### config.mk
export PLATFORM = sky130hd
export DESIGN_NAME = load_cell_adc_reader
export DESIGN_NICKNAME = d
export VERILOG_FILES = /design/src/hdl/lcar_pkg.sv /design/src/hdl/lcar_calc.sv /design/src/hdl/load_cell_adc_reader.sv
export SDC_FILE = /design/constraint.sdc
export NUM_CORES = 2
export LEC_CHECK = 0
export BUFFER_PORTS_ARGS = -buffer_cell sky130_fd_sc_hd__buf_4
export CAP_MARGIN = 0
export CORE_UTILIZATION = 43
export DETAILED_ROUTE_END_ITERATION = 7
export MAX_ROUTING_LAYER = met4
export SYNTH_ARGS = -nofsm -noshare
export SYNTH_HDL_FRONTEND = slang
export SYNTH_SLANG_ARGS = --single-unit
### constraint.sdc
create_clock -name i_clk -period 9.75 [get_ports i_clk]
set_clock_uncertainty 0.15 [all_clocks]
set_input_delay 1.95 -clock i_clk [delete_from_list [all_inputs] [get_ports i_clk]]
set_output_delay 1.95 -clock i_clk [all_outputs]
set_load 0.01 [all_outputs]
### src/hdl/lcar_pkg.sv
package lcar_pkg;

    localparam int TIMEOUT_W = 24;
    localparam int COUNT_W   = 8;
    localparam int GAIN_W    = 32;
    localparam int VALUE_W   = 32;
    localparam int SUM_W     = 32;
    localparam int CFG_W     = 32;
    localparam int CFG_ADDR_W = 2;

    localparam int IN_TDATA_W  = 8;
    localparam int IN_TUSER_W  = 2;
    localparam int OUT_TDATA_W = 40;
    localparam int OUT_TUSER_W = 1;

    localparam logic [IN_TUSER_W-1:0] MODE_TARE    = 2'd1;
    localparam logic [IN_TUSER_W-1:0] MODE_MEASURE = 2'd2;

    localparam logic [CFG_ADDR_W-1:0] CFG_TIMEOUT = 2'd0;
    localparam logic [CFG_ADDR_W-1:0] CFG_COUNT   = 2'd1;
    localparam logic [CFG_ADDR_W-1:0] CFG_GAIN    = 2'd2;

    localparam logic [TIMEOUT_W-1:0] TIMEOUT_RESET = 24'd100000;
    localparam logic [COUNT_W-1:0]   COUNT_RESET   = 8'd1;
    localparam logic [GAIN_W-1:0]    GAIN_RESET    = 32'h0001_0000;

    localparam logic [VALUE_W-1:0] VALUE_MAX = 32'h7FFF_FFFF;
    localparam logic [VALUE_W-1:0] VALUE_MIN = 32'h8000_0000;

    typedef struct packed {
        logic             start;
        logic             tare;
        logic [SUM_W-1:0] sum;
    } t_calc_req;

    typedef struct packed {
        logic               busy;
        logic [VALUE_W-1:0] value;
    } t_calc_rsp;

endpackage

### src/hdl/lcar_calc.sv
module lcar_calc #(
    parameter int SAMPLE_BITS = 24
) (
    input  logic                            i_clk,
    input  logic                            i_rst_n,
    input  lcar_pkg::t_calc_req             i_req,
    input  logic [lcar_pkg::COUNT_W-1:0]    i_num,
    input  logic [lcar_pkg::GAIN_W-1:0]     i_gain,
    output lcar_pkg::t_calc_rsp             o_rsp
);
    import lcar_pkg::*;

    // offset times count, signed difference, product, and dividend widths
    localparam int OW = SAMPLE_BITS + COUNT_W + 1;
    localparam int DW = ((OW > SUM_W + 1) ? OW : SUM_W + 1) + 1;
    localparam int PW = DW + GAIN_W;
    localparam int QW = PW - 8;
    localparam int CW = $clog2(QW + 1);

    typedef enum logic [6:0] {
        C_IDLE  = 7'b0000001,
        C_PROD  = 7'b0000010,
        C_DIFF  = 7'b0000100,
        C_MUL   = 7'b0001000,
        C_ROUND = 7'b0010000,
        C_DIV   = 7'b0100000,
        C_DONE  = 7'b1000000
    } t_cstate;

    t_cstate                 r_state;
    logic [CW-1:0]           r_cnt;
    logic                    r_tare;
    logic                    r_neg;
    logic [SUM_W-1:0]        r_sum;
    logic [SAMPLE_BITS-1:0]  r_offset;
    logic signed [OW-1:0]    r_prod;
    logic [DW-1:0]           r_m;
    logic [DW:0]             r_hi;
    logic [GAIN_W-1:0]       r_lo;
    logic [QW-1:0]           r_dq;
    logic [COUNT_W-1:0]      r_rem;
    logic [VALUE_W-1:0]      r_value;

    logic signed [OW-1:0]    w_prod;
    logic signed [DW-1:0]    w_diff;
    logic [DW-1:0]           w_mag;
    logic [GAIN_W-1:0]       w_gmag;
    logic [SUM_W-1:0]        w_smag;
    logic [DW:0]             w_add;
    logic [PW-1:0]           w_p;
    logic [COUNT_W:0]        w_trial;
    logic                    w_ge;
    logic [SUM_W-1:0]        w_avg;
    logic                    w_ovf;
    logic [VALUE_W-1:0]      w_meas;

    always_comb begin
        w_prod  = $signed({1'b0, i_num}) * $signed(r_offset);
        w_diff  = DW'($signed(r_sum)) - DW'(r_prod);
        w_mag   = w_diff[DW-1] ? (DW'(0) - w_diff) : w_diff;
        w_gmag  = i_gain[GAIN_W-1] ? (GAIN_W'(0) - i_gain) : i_gain;
        w_smag  = i_req.sum[SUM_W-1] ? (SUM_W'(0) - i_req.sum) : i_req.sum;
        w_add   = r_hi + (r_lo[0] ? {1'b0, r_m} : '0);
        w_p     = {r_hi[DW-1:0], r_lo};
        w_trial = {r_rem, r_dq[QW-1]};
        w_ge    = (w_trial >= {1'b0, i_num});
        w_avg   = r_neg ? (SUM_W'(0) - r_dq[SUM_W-1:0]) : r_dq[SUM_W-1:0];
        w_ovf   = |r_dq[QW-1:VALUE_W-1];
        if (r_neg) begin
            w_meas = w_ovf ? VALUE_MIN : (VALUE_W'(0) - r_dq[VALUE_W-1:0]);
        end else begin
            w_meas = w_ovf ? VALUE_MAX : r_dq[VALUE_W-1:0];
        end
    end

    always_ff @(posedge i_clk) begin
        if (!i_rst_n) begin
            r_state  <= C_IDLE;
            r_offset <= '0;
            r_value  <= '0;
        end else begin
            case (r_state)
                C_IDLE: begin
                    if (i_req.start) begin
                        r_tare <= i_req.tare;
                        r_sum  <= i_req.sum;
                        if (i_req.tare) begin
                            // divide the sum magnitude by the count, sign restored at the end
                            r_neg   <= i_req.sum[SUM_W-1];
                            r_dq    <= QW'(w_smag);
                            r_rem   <= '0;
                            r_cnt   <= CW'(QW);
                            r_state <= C_DIV;
                        end else begin
                            r_state <= C_PROD;
                        end
                    end
                end
                C_PROD: begin
                    r_prod  <= w_prod;
                    r_state <= C_DIFF;
                end
                C_DIFF: begin
                    r_m     <= w_mag;
                    r_neg   <= w_diff[DW-1] ^ i_gain[GAIN_W-1];
                    r_hi    <= '0;
                    r_lo    <= w_gmag;
                    r_cnt   <= CW'(GAIN_W);
                    r_state <= C_MUL;
                end
                C_MUL: begin
                    // shift-add, one gain bit per cycle, LSB first
                    r_hi  <= {1'b0, w_add[DW:1]};
                    r_lo  <= {w_add[0], r_lo[GAIN_W-1:1]};
                    r_cnt <= r_cnt - 1'b1;
                    if (r_cnt == CW'(1)) begin
                        r_state <= C_ROUND;
                    end
                end
                C_ROUND: begin
                    // floor of a negative quotient: round the magnitude up
                    r_dq    <= w_p[PW-1:8] + QW'(r_neg && (w_p[7:0] != 8'd0));
                    r_rem   <= '0;
                    r_cnt   <= CW'(QW);
                    r_state <= C_DIV;
                end
                C_DIV: begin
                    r_rem <= w_ge ? COUNT_W'(w_trial - {1'b0, i_num}) : w_trial[COUNT_W-1:0];
                    r_dq  <= {r_dq[QW-2:0], w_ge};
                    r_cnt <= r_cnt - 1'b1;
                    if (r_cnt == CW'(1)) begin
                        r_state <= C_DONE;
                    end
                end
                C_DONE: begin
                    if (r_tare) begin
                        r_offset <= w_avg[SAMPLE_BITS-1:0];
                        r_value  <= VALUE_W'($signed(w_avg[SAMPLE_BITS-1:0]));
                    end else begin
                        r_value  <= w_meas;
                    end
                    r_state <= C_IDLE;
                end
                default: begin
                    r_state <= C_IDLE;
                end
            endcase
        end
    end

    assign o_rsp.busy  = (r_state != C_IDLE);
    assign o_rsp.value = r_value;

endmodule

### src/hdl/load_cell_adc_reader.sv
// Load cell ADC reader: reads a 24-bit two-wire bridge converter.
// Every input beat is one tick, a half period of the serial clock. tuser
// carries the command (plain tick, start tare, start measure), tdata[0] the
// data pin level. Every input beat gives exactly one output beat with the
// serial clock level for that tick, the busy flag and, on the tick an
// operation ends, done, timed_out, was_tare and the value.
// A tare stores the truncated sample average as offset; a measure returns
// ((sum - count*offset) * gain >> 8) / count saturated to signed Q.8.
// The user writes configuration (timeout, sample count, gain) through the
// plain write port while no operation runs; the block does not enforce it.
// Latency: an ordinary tick's result beat is valid the cycle after the
// input beat; one item a cycle when the receiver keeps up. The tick that ends
// the last sample runs the arithmetic unit: a bit-serial 32-step multiply and
// a one-bit-per-cycle divide of SAMPLE_BITS+34 steps, the multiply skipped
// for a tare; no input is taken meanwhile.
// Reset (synchronous, active low) returns to idle, clears the offset and
// loads the register defaults. A stalled receiver holds the output beat and
// the block then takes no input.
module load_cell_adc_reader #(
    parameter int SAMPLE_BITS = 24
) (
    input  logic                                 i_clk,
    input  logic                                 i_rst_n,
    input  logic                                 i_cfg_we,
    input  logic [lcar_pkg::CFG_ADDR_W-1:0]      i_cfg_addr,
    input  logic [lcar_pkg::CFG_W-1:0]           i_cfg_wdata,
    input  logic                                 s_axis_tvalid,
    output logic                                 s_axis_tready,
    input  logic [lcar_pkg::IN_TDATA_W-1:0]      s_axis_tdata,  // [0] dout, zero pad
    input  logic [lcar_pkg::IN_TUSER_W-1:0]      s_axis_tuser,  // [1:0] mode
    output logic                                 m_axis_tvalid,
    input  logic                                 m_axis_tready,
    // [0] sck, [1] busy_res, [2] done_res, [3] timed_out, [35:4] value, zero pad
    output logic [lcar_pkg::OUT_TDATA_W-1:0]     m_axis_tdata,
    output logic [lcar_pkg::OUT_TUSER_W-1:0]     m_axis_tuser   // [0] was_tare
);
    import lcar_pkg::*;

    localparam int BW = $clog2(SAMPLE_BITS + 1);

    typedef enum logic [5:0] {
        PH_IDLE  = 6'b000001,
        PH_WAIT  = 6'b000010,
        PH_HIGH  = 6'b000100,
        PH_LOW   = 6'b001000,
        PH_XHIGH = 6'b010000,
        PH_XLOW  = 6'b100000
    } t_phase;

    logic [TIMEOUT_W-1:0]   r_timeout;
    logic [COUNT_W-1:0]     r_count;
    logic [GAIN_W-1:0]      r_gain;

    t_phase                 r_phase, n_phase;
    logic [BW-1:0]          r_bit, n_bit;
    logic [SAMPLE_BITS-1:0] r_shift, n_shift;
    logic [TIMEOUT_W-1:0]   r_wait, n_wait;
    logic [COUNT_W-1:0]     r_idx, n_idx;
    logic [SUM_W-1:0]       r_sum, n_sum;
    logic                   r_tare, n_tare;
    logic                   r_calc;

    logic                   r_out_valid;
    logic                   r_o_sck, r_o_busy, r_o_done, r_o_tmo, r_o_wtare;
    logic [VALUE_W-1:0]     r_o_value;

    logic                   w_sck, w_done, w_tmo, w_final;
    logic [COUNT_W-1:0]     w_num;
    logic                   w_out_free, w_accept, w_calc_ret;
    logic                   w_dout;
    logic [IN_TUSER_W-1:0]  w_mode;
    t_calc_req              w_req;
    t_calc_rsp              w_rsp;

    assign w_dout     = s_axis_tdata[0];
    assign w_mode     = s_axis_tuser;
    assign w_num      = (r_count == '0) ? COUNT_W'(1) : r_count;
    assign w_out_free = !r_out_valid || m_axis_tready;
    assign s_axis_tready = w_out_free && !r_calc;
    assign w_accept   = s_axis_tvalid && s_axis_tready;
    assign w_calc_ret = r_calc && !w_rsp.busy && w_out_free;

    always_comb begin
        n_phase = r_phase;
        n_bit   = r_bit;
        n_shift = r_shift;
        n_wait  = r_wait;
        n_idx   = r_idx;
        n_sum   = r_sum;
        n_tare  = r_tare;
        w_sck   = 1'b0;
        w_done  = 1'b0;
        w_tmo   = 1'b0;
        w_final = 1'b0;
        case (r_phase)
            PH_IDLE: begin
                if (w_mode == MODE_TARE || w_mode == MODE_MEASURE) begin
                    n_tare  = (w_mode == MODE_TARE);
                    n_idx   = '0;
                    n_sum   = '0;
                    n_wait  = '0;
                    n_phase = PH_WAIT;
                end
            end
            PH_WAIT: begin
                if (!w_dout) begin
                    n_shift = '0;
                    n_bit   = '0;
                    n_phase = PH_HIGH;
                end else begin
                    n_wait = r_wait + 1'b1;
                    if (n_wait >= r_timeout) begin
                        w_done  = 1'b1;
                        w_tmo   = 1'b1;
                        n_phase = PH_IDLE;
                    end
                end
            end
            PH_HIGH: begin
                w_sck   = 1'b1;
                n_shift = {r_shift[SAMPLE_BITS-2:0], w_dout};
                n_bit   = r_bit + 1'b1;
                n_phase = PH_LOW;
            end
            PH_LOW: begin
                n_phase = (r_bit >= BW'(SAMPLE_BITS)) ? PH_XHIGH : PH_HIGH;
            end
            PH_XHIGH: begin
                w_sck   = 1'b1;
                n_phase = PH_XLOW;
            end
            PH_XLOW: begin
                n_sum = r_sum + SUM_W'($signed(r_shift));
                n_idx = r_idx + 1'b1;
                if (n_idx >= w_num) begin
                    // last sample: hand the sum to the arithmetic unit
                    w_final = 1'b1;
                    n_phase = PH_IDLE;
                end else begin
                    n_wait  = '0;
                    n_phase = PH_WAIT;
                end
            end
            default: begin
                n_phase = PH_IDLE;
            end
        endcase
    end

    assign w_req.start = w_accept && w_final;
    assign w_req.tare  = r_tare;
    assign w_req.sum   = n_sum;

    lcar_calc #(
        .SAMPLE_BITS(SAMPLE_BITS)
    ) u_calc (
        .i_clk   (i_clk),
        .i_rst_n (i_rst_n),
        .i_req   (w_req),
        .i_num   (w_num),
        .i_gain  (r_gain),
        .o_rsp   (w_rsp)
    );

    always_ff @(posedge i_clk) begin
        if (!i_rst_n) begin
            r_timeout <= TIMEOUT_RESET;
            r_count   <= COUNT_RESET;
            r_gain    <= GAIN_RESET;
        end else if (i_cfg_we) begin
            case (i_cfg_addr)
                CFG_TIMEOUT: r_timeout <= i_cfg_wdata[TIMEOUT_W-1:0];
                CFG_COUNT:   r_count   <= i_cfg_wdata[COUNT_W-1:0];
                CFG_GAIN:    r_gain    <= i_cfg_wdata[GAIN_W-1:0];
                default: begin
                end
            endcase
        end
    end

    always_ff @(posedge i_clk) begin
        if (!i_rst_n) begin
            r_phase <= PH_IDLE;
            r_bit   <= '0;
            r_shift <= '0;
            r_wait  <= '0;
            r_idx   <= '0;
            r_sum   <= '0;
            r_tare  <= 1'b0;
            r_calc  <= 1'b0;
        end else begin
            if (w_accept) begin
                r_phase <= n_phase;
                r_bit   <= n_bit;
                r_shift <= n_shift;
                r_wait  <= n_wait;
                r_idx   <= n_idx;
                r_sum   <= n_sum;
                r_tare  <= n_tare;
            end
            if (w_req.start) begin
                r_calc <= 1'b1;
            end else if (w_calc_ret) begin
                r_calc <= 1'b0;
            end
        end
    end

    always_ff @(posedge i_clk) begin
        if (!i_rst_n) begin
            r_out_valid <= 1'b0;
        end else if ((w_accept && !w_final) || w_calc_ret) begin
            r_out_valid <= 1'b1;
        end else if (m_axis_tready) begin
            r_out_valid <= 1'b0;
        end
    end

    // hold the beat while the receiver stalls
    always_ff @(posedge i_clk) begin
        if (w_calc_ret) begin
            r_o_sck   <= 1'b0;
            r_o_busy  <= 1'b0;
            r_o_done  <= 1'b1;
            r_o_tmo   <= 1'b0;
            r_o_wtare <= r_tare;
            r_o_value <= w_rsp.value;
        end else if (w_accept && !w_final) begin
            r_o_sck   <= w_sck;
            r_o_busy  <= (n_phase != PH_IDLE);
            r_o_done  <= w_done;
            r_o_tmo   <= w_tmo;
            r_o_wtare <= w_done && r_tare;
            r_o_value <= '0;
        end
    end

    assign m_axis_tvalid = r_out_valid;
    assign m_axis_tdata  = {(OUT_TDATA_W - VALUE_W - 4)'(0), r_o_value,
                            r_o_tmo, r_o_done, r_o_busy, r_o_sck};
    assign m_axis_tuser  = r_o_wtare;

endmodule

Word-level counts from Yosys, hierarchy flattened
Cells that the tools add are included.
- equality and inequality tests: 28
- reduce and logical (&&, ||, !) cells: 47
- add/sub/neg operators: 13
- bitwise logic cells: 1
- multipliers: 1
- muxes and demuxes: 62
- $lt $le $gt $ge: 4
- operators by type and width (operator ; count):
    32-bit two-way mux ; 9
    58-bit case mux with 3 select lines ; 1
    32-bit case mux with 2 select lines ; 2
    24-bit two-way mux ; 5
    58-bit two-way mux ; 2
    1-bit by 32-bit subtractor with 32-bit output, first input constant ; 3
    24-bit case mux with 3 select lines ; 1
    35-bit case mux with 2 select lines ; 1
    58-bit by 1-bit adder with 58-bit output ; 1
    24-bit case mux with 2 select lines ; 1
    7-bit case mux with 6 select lines ; 1
    8-bit two-way mux ; 5
    6-bit two-way mux ; 6
    6-bit case mux with 6 select lines ; 1
    35-bit adder ; 1
    34-bit two-way mux ; 1
    1-bit by 34-bit subtractor with 34-bit output, first input constant ; 1
    32-bit by 33-bit subtractor with 34-bit output ; 1
    9-bit by 24-bit multiplier with 33-bit output ; 1
    33-bit two-way mux ; 1
    32-bit adder ; 1
    27-bit OR reduction ; 1
    24-bit by 1-bit adder with 24-bit output, second input constant ; 1
    24-bit greater-or-equal comparator ; 1
    50 further kinds ; 107
- input port bits: 49
- output and inout bits: 43
- word-level logic and storage cells: 188
- register bits: 506

Depth between registers and ports, before layout
- depth after elaboration: 9
- depth in mapped cells: 25
- mapped depth without buffers: 23

Cells and area by module
From an unflattened synthesis, not the netlist that was laid out.
- cell total of the unflattened synthesis: 4176
- area, all modules: 36831.6 um^2
- by module, submodules not included (module ; area an instance (um^2) ; instances ; cells each ; seq. area each (um^2)):
    lcar_calc ; 25903.6 ; 1 ; 2850 ; 8438.1
    load_cell_adc_reader ; 10928.0 ; 1 ; 1326 ; 4394.2

Worst setup path after synthesis
No wires, ideal clock.
- kind: register to register
- from: register r_count[3]
- to: register u_calc.r_prod[32], data pin
- clock period less this slack: 6.465 ns
- path slack: 3.285 ns
- data arrival time: 6.057 ns
- cell stages (with the launch flop): 26
- cell sequence: dfxtp_1 -> clkbuf_1 -> nor4_1 -> a41o_1 -> buf_1 -> nand2_1 -> fa_1 -> fa_1 -> inv_1 -> ha_1 -> inv_1 -> fa_1 -> inv_1 -> fa_1 -> a21o_1 -> a21o_1 -> a211oi_1 -> o21bai_1 -> a21oi_1 -> o21ai_0 -> a41o_1 -> nand4_1 -> o211ai_1 -> o211a_1 -> a311o_1 -> xnor2_1
- longest elaborated chain between the ends: 3
- ends and longest elaborated chain (element ; RTL line ; source):
    start: declaration ; load_cell_adc_reader.sv:51 ; logic [COUNT_W-1:0] r_count;
    start signal: assignment ; load_cell_adc_reader.sv:173 ; CFG_COUNT: r_count <= i_cfg_wdata[COUNT_W-1:0];
    8-bit logical NOT ; load_cell_adc_reader.sv:77 ; assign w_num = (r_count == '0) ? COUNT_W'(1) : r_count;
    8-bit two-way mux (*) ; load_cell_adc_reader.sv:77 ;
    9-bit by 24-bit multiplier with 33-bit output (*) ; lcar_calc.sv:58 ; w_prod = $signed({1'b0, i_num}) * $signed(r_offset);
    via u_calc.w_prod[32] ; lcar_calc.sv:44 ; logic signed [OW-1:0] w_prod;
    end signal: assignment ; lcar_calc.sv:100 ; r_prod <= w_prod;
    end: declaration ; lcar_calc.sv:36 ; logic signed [OW-1:0] r_prod;
The timed path passes the listed nets; every way through them passes the cells marked *.
A chain may end at the register's enable or synchronous reset.

Worst setup path in the final report
- from: register r_count[2]
- to: register u_calc.r_prod[32], data pin
Same word-level chain as after synthesis.

==> impl_metrics.tcl <==
set metrics [dict create \
    synth.distinct_cells 93 \
    synth-seq-cells 505 \
    syn_area_sq_mm 0.0369 \
    die_area_sq_mm 0.0869 \
    drc_errors 0 \
    cp_slowest_cell "dfxtp_1" \
    cts_hold_buf 0 \
    cts_root_buf "clkbuf_16" \
    crit_type "reg2reg" \
    hp-class "reg2reg" \
    dpl.hpwl_um 73500 \
    cts.sinks 505 \
    layout.nets 4649 \
    num_antenna_cells 0 \
    drt-initial-drc-count 1779 \
    crit_arrival_ps 7810 \
    antenna_found_initial 0 \
    wl_per_cell_um 17.9 \
    drtAntennaViolNets 0 \
    grt_max_degree 93 \
    synth_edf_count 272 \
    crit_required_ps 9940 \
    crit_path_end_kind "register" \
    postCtsSetupBuffers 0 \
    setup_viol 0 \
    drt_wl_total_um 97100 \
    die_w_um 295 \
    cpPeakStageDelay_ps 990 \
    cts_tree "yes" \
    r2r_cells 23 \
    grt_pass1_vias 28000 \
    core_sq_mm 0.0850 \
    setup_slack_ps 2130 \
    num_vias 29400 \
    layout-drive-gt1-share_pct 6.62 \
    ctsResizeCount 0 \
    first_pass_iters 5 \
    area_growth_pct 9.69 \
    track_usage_pct 23.0 \
    std_cell_rows 107 \
    fin_crit_sh_pct 78.1 \
    die_y_um 295 \
    syn_inst 4258 \
    crit_chain "inv_1, a41o_1, nand2_1, fa_1, fa_1, inv_1, ha_1, inv_1, fa_1, inv_1, fa_1, a21o_1, a21o_1, a211oi_1, o21bai_1, a21oi_1, o21ai_0, a41o_1, nand4_1, o211ai_1, o211a_1, a311o_1, xnor2_1" \
    grt_pass1_wl_um 154000 \
    avgViaCountPerCell 5.42 \
    drv_slew 0 \
    synth_top_flop_cell "edfxtp_1" \
    yosysTopAreaCell "edfxtp_1" \
    cp_max_fo 26 \
    io_buffers 80 \
    io_pins 92 \
    hold_depth 2 \
    layout_min_cycle_time_ps 7620 \
    h-tree-depth 2 \
    rsz0062_at_grt "no" \
    clk_latency_ps 670 \
    drv_cap 0 \
    clock_path_buffers 3 \
    tns_ps 0 \
    initial_utilization_pct 43.4 \
    yosys-top-cells-area "edfxtp_1, dfxtp_1, fa_1" \
    status "complete, no violations" \
    yosysWarnings 0 \
    power.leakage_nw 16.8 \
    ys_seq_area_share_pct 34.8 \
    cts_buffers 57 \
    fmax_ghz 0.131 \
    preCtsSetupSlack_ps 2190 \
    overflow 0 \
    synth_area_per_cell_sq_um 8.66 \
    path_clk_slew_ps 60 \
    hold_viol 0 \
    cp-start-kind "register" \
    synth_top_cell_area_share_pct 22.2 \
    place.gp.congestion 0.916 \
    max_slew.worst_pin.slew_ps 1190 \
    n_fill_cell 8261 \
    slew_headroom_pct 20.5 \
    p_per_area_mw_per_mm2 125 \
    ir_worst_vdd_mv 0.153 \
    synthArstFlopShare_pct 0 \
]
per-stage QoR:
stage	std cells	utilization, %	hold WS (ps)	power (W)	instance area [sq um]
final	5420	47.6	300	0.00505	40400
after global routing	5420	47.6	320	0.00522	40400
after CTS	5420	47.6	306	0.00510	40400
after detailed placement	5315	45.2	297	0.00282	38400
after global placement	5315	45.2	288	0.00282	38400
after floorplan	4261	-	277	0.00266	36900
cells in the final DEF, fill, tap and decap left out, types with 29 or more instances in the layout:
master and instances:
and3_1 34, xor2_1 145, a21oi_1 362, nor2b_1 36, nand3_1 95, o211ai_1 31, a211oi_1 55, nor4_1 29
o21ai_0 178, dfxtp_1 233, nor3_1 87, a21o_1 81, o221ai_1 44, nand2_1 572, ha_1 216, fa_1 154
nand2b_1 34, buf_4 133, and2_1 151, nor2_1 344, xnor2_1 161, clkbuf_16 59, nand4_1 31, inv_1 356
edfxtp_1 272
report_power, final:
part           internal [W]  switching [W]
sequential          0.00228      0.0000400
clock               0.00133       0.000935
combinational      0.000162       0.000297
total               0.00378        0.00127
logic make-up after synthesis:
family | Yosys count | share of synthesized area (%)
and+or+nand+nor | 1533 | 19.6
AOI/OAI and AO/OA | 945 | 16.0
buffers and inverters | 580 | 6.13
DFF | 505 | 34.8
adders and majority gates | 370 | 15.7
xor gates and xnor gates | 306 | 7.27
muxes | 18 | 0.499
other | 1 | 0.0102
per-layer routing:
| metal | vias to the layer above | global-route usage [%] | share of wire (%) |
|---|---|---|---|
| met4 | 0 | 6.44 | 2.7 |
| met2 | 580 | 37.8 | 48 |
| li1 | 14600 | - | - |
| met1 | 14100 | 30.1 | 46 |
| met3 | 140 | 2.20 | 3.9 |
| met5 | - | - | 0 |
worst max-delay path: cells and delay by family (launching register included):
| family | cells | cell delay, ps |
|---|---|---|
| xor+xnor | 1 | 130 |
| simple gates | 2 | 330 |
| buf+inv | 4 | 410 |
| flops | 1 | 990 |
| fa+ha+maj | 5 | 2210 |
| compound gates | 11 | 3110 |
flip-flops by register name (all words and copies together), names as in the netlist, 32 cells and up:
register and cells:
u_calc.r_m 34, u_calc.r_sum 32, u_calc.r_lo 32, u_calc.r_value 32
r_sum 32, u_calc.r_hi 34, r_gain 32, u_calc.r_prod 33
r_o_value 32, u_calc.r_dq 58
final cells by class:
class	count	area [sq um]	share of cell area, %
clock buffers	78	1630	4.03
flip-flops and latches	505	12800	31.7
clock inverters	27	358	0.885
inverters	357	1350	3.33
repair buffers	133	998	2.47
well taps	1144	1430	3.54
multi-input cells	3176	21800	54.0
cell usage after synthesis (29+ instances only):
library cell and number:
xnor2_1 161, and2_1 152, nor2b_1 36, nor4_1 29
fa_1 154, clkbuf_1 182, o21ai_0 178, dfxtp_1 233
xor2_1 145, o211ai_1 31, a21oi_1 363, ha_1 216
and3_1 35, inv_1 356, o221ai_1 44, a21o_1 81
nand2b_1 34, nor3_1 90, edfxtp_1 272, nand2_1 572
a211oi_1 55, nand3_1 95, nand4_1 31, nor2_1 348
final timing paths:
| check | start | endpoint | slack (ps) |
|---|---|---|---|
| min | u_calc.r_value[2] | u_calc.r_value[2] | 300 |
| max reg2reg | r_count[2] | u_calc.r_prod[32] | 2130 |
| min reg2reg | u_calc.r_value[2] | u_calc.r_value[2] | 300 |
| max | r_count[2] | u_calc.r_prod[32] | 2130 |
No activity file was read; power rests on OpenSTA's default activity.
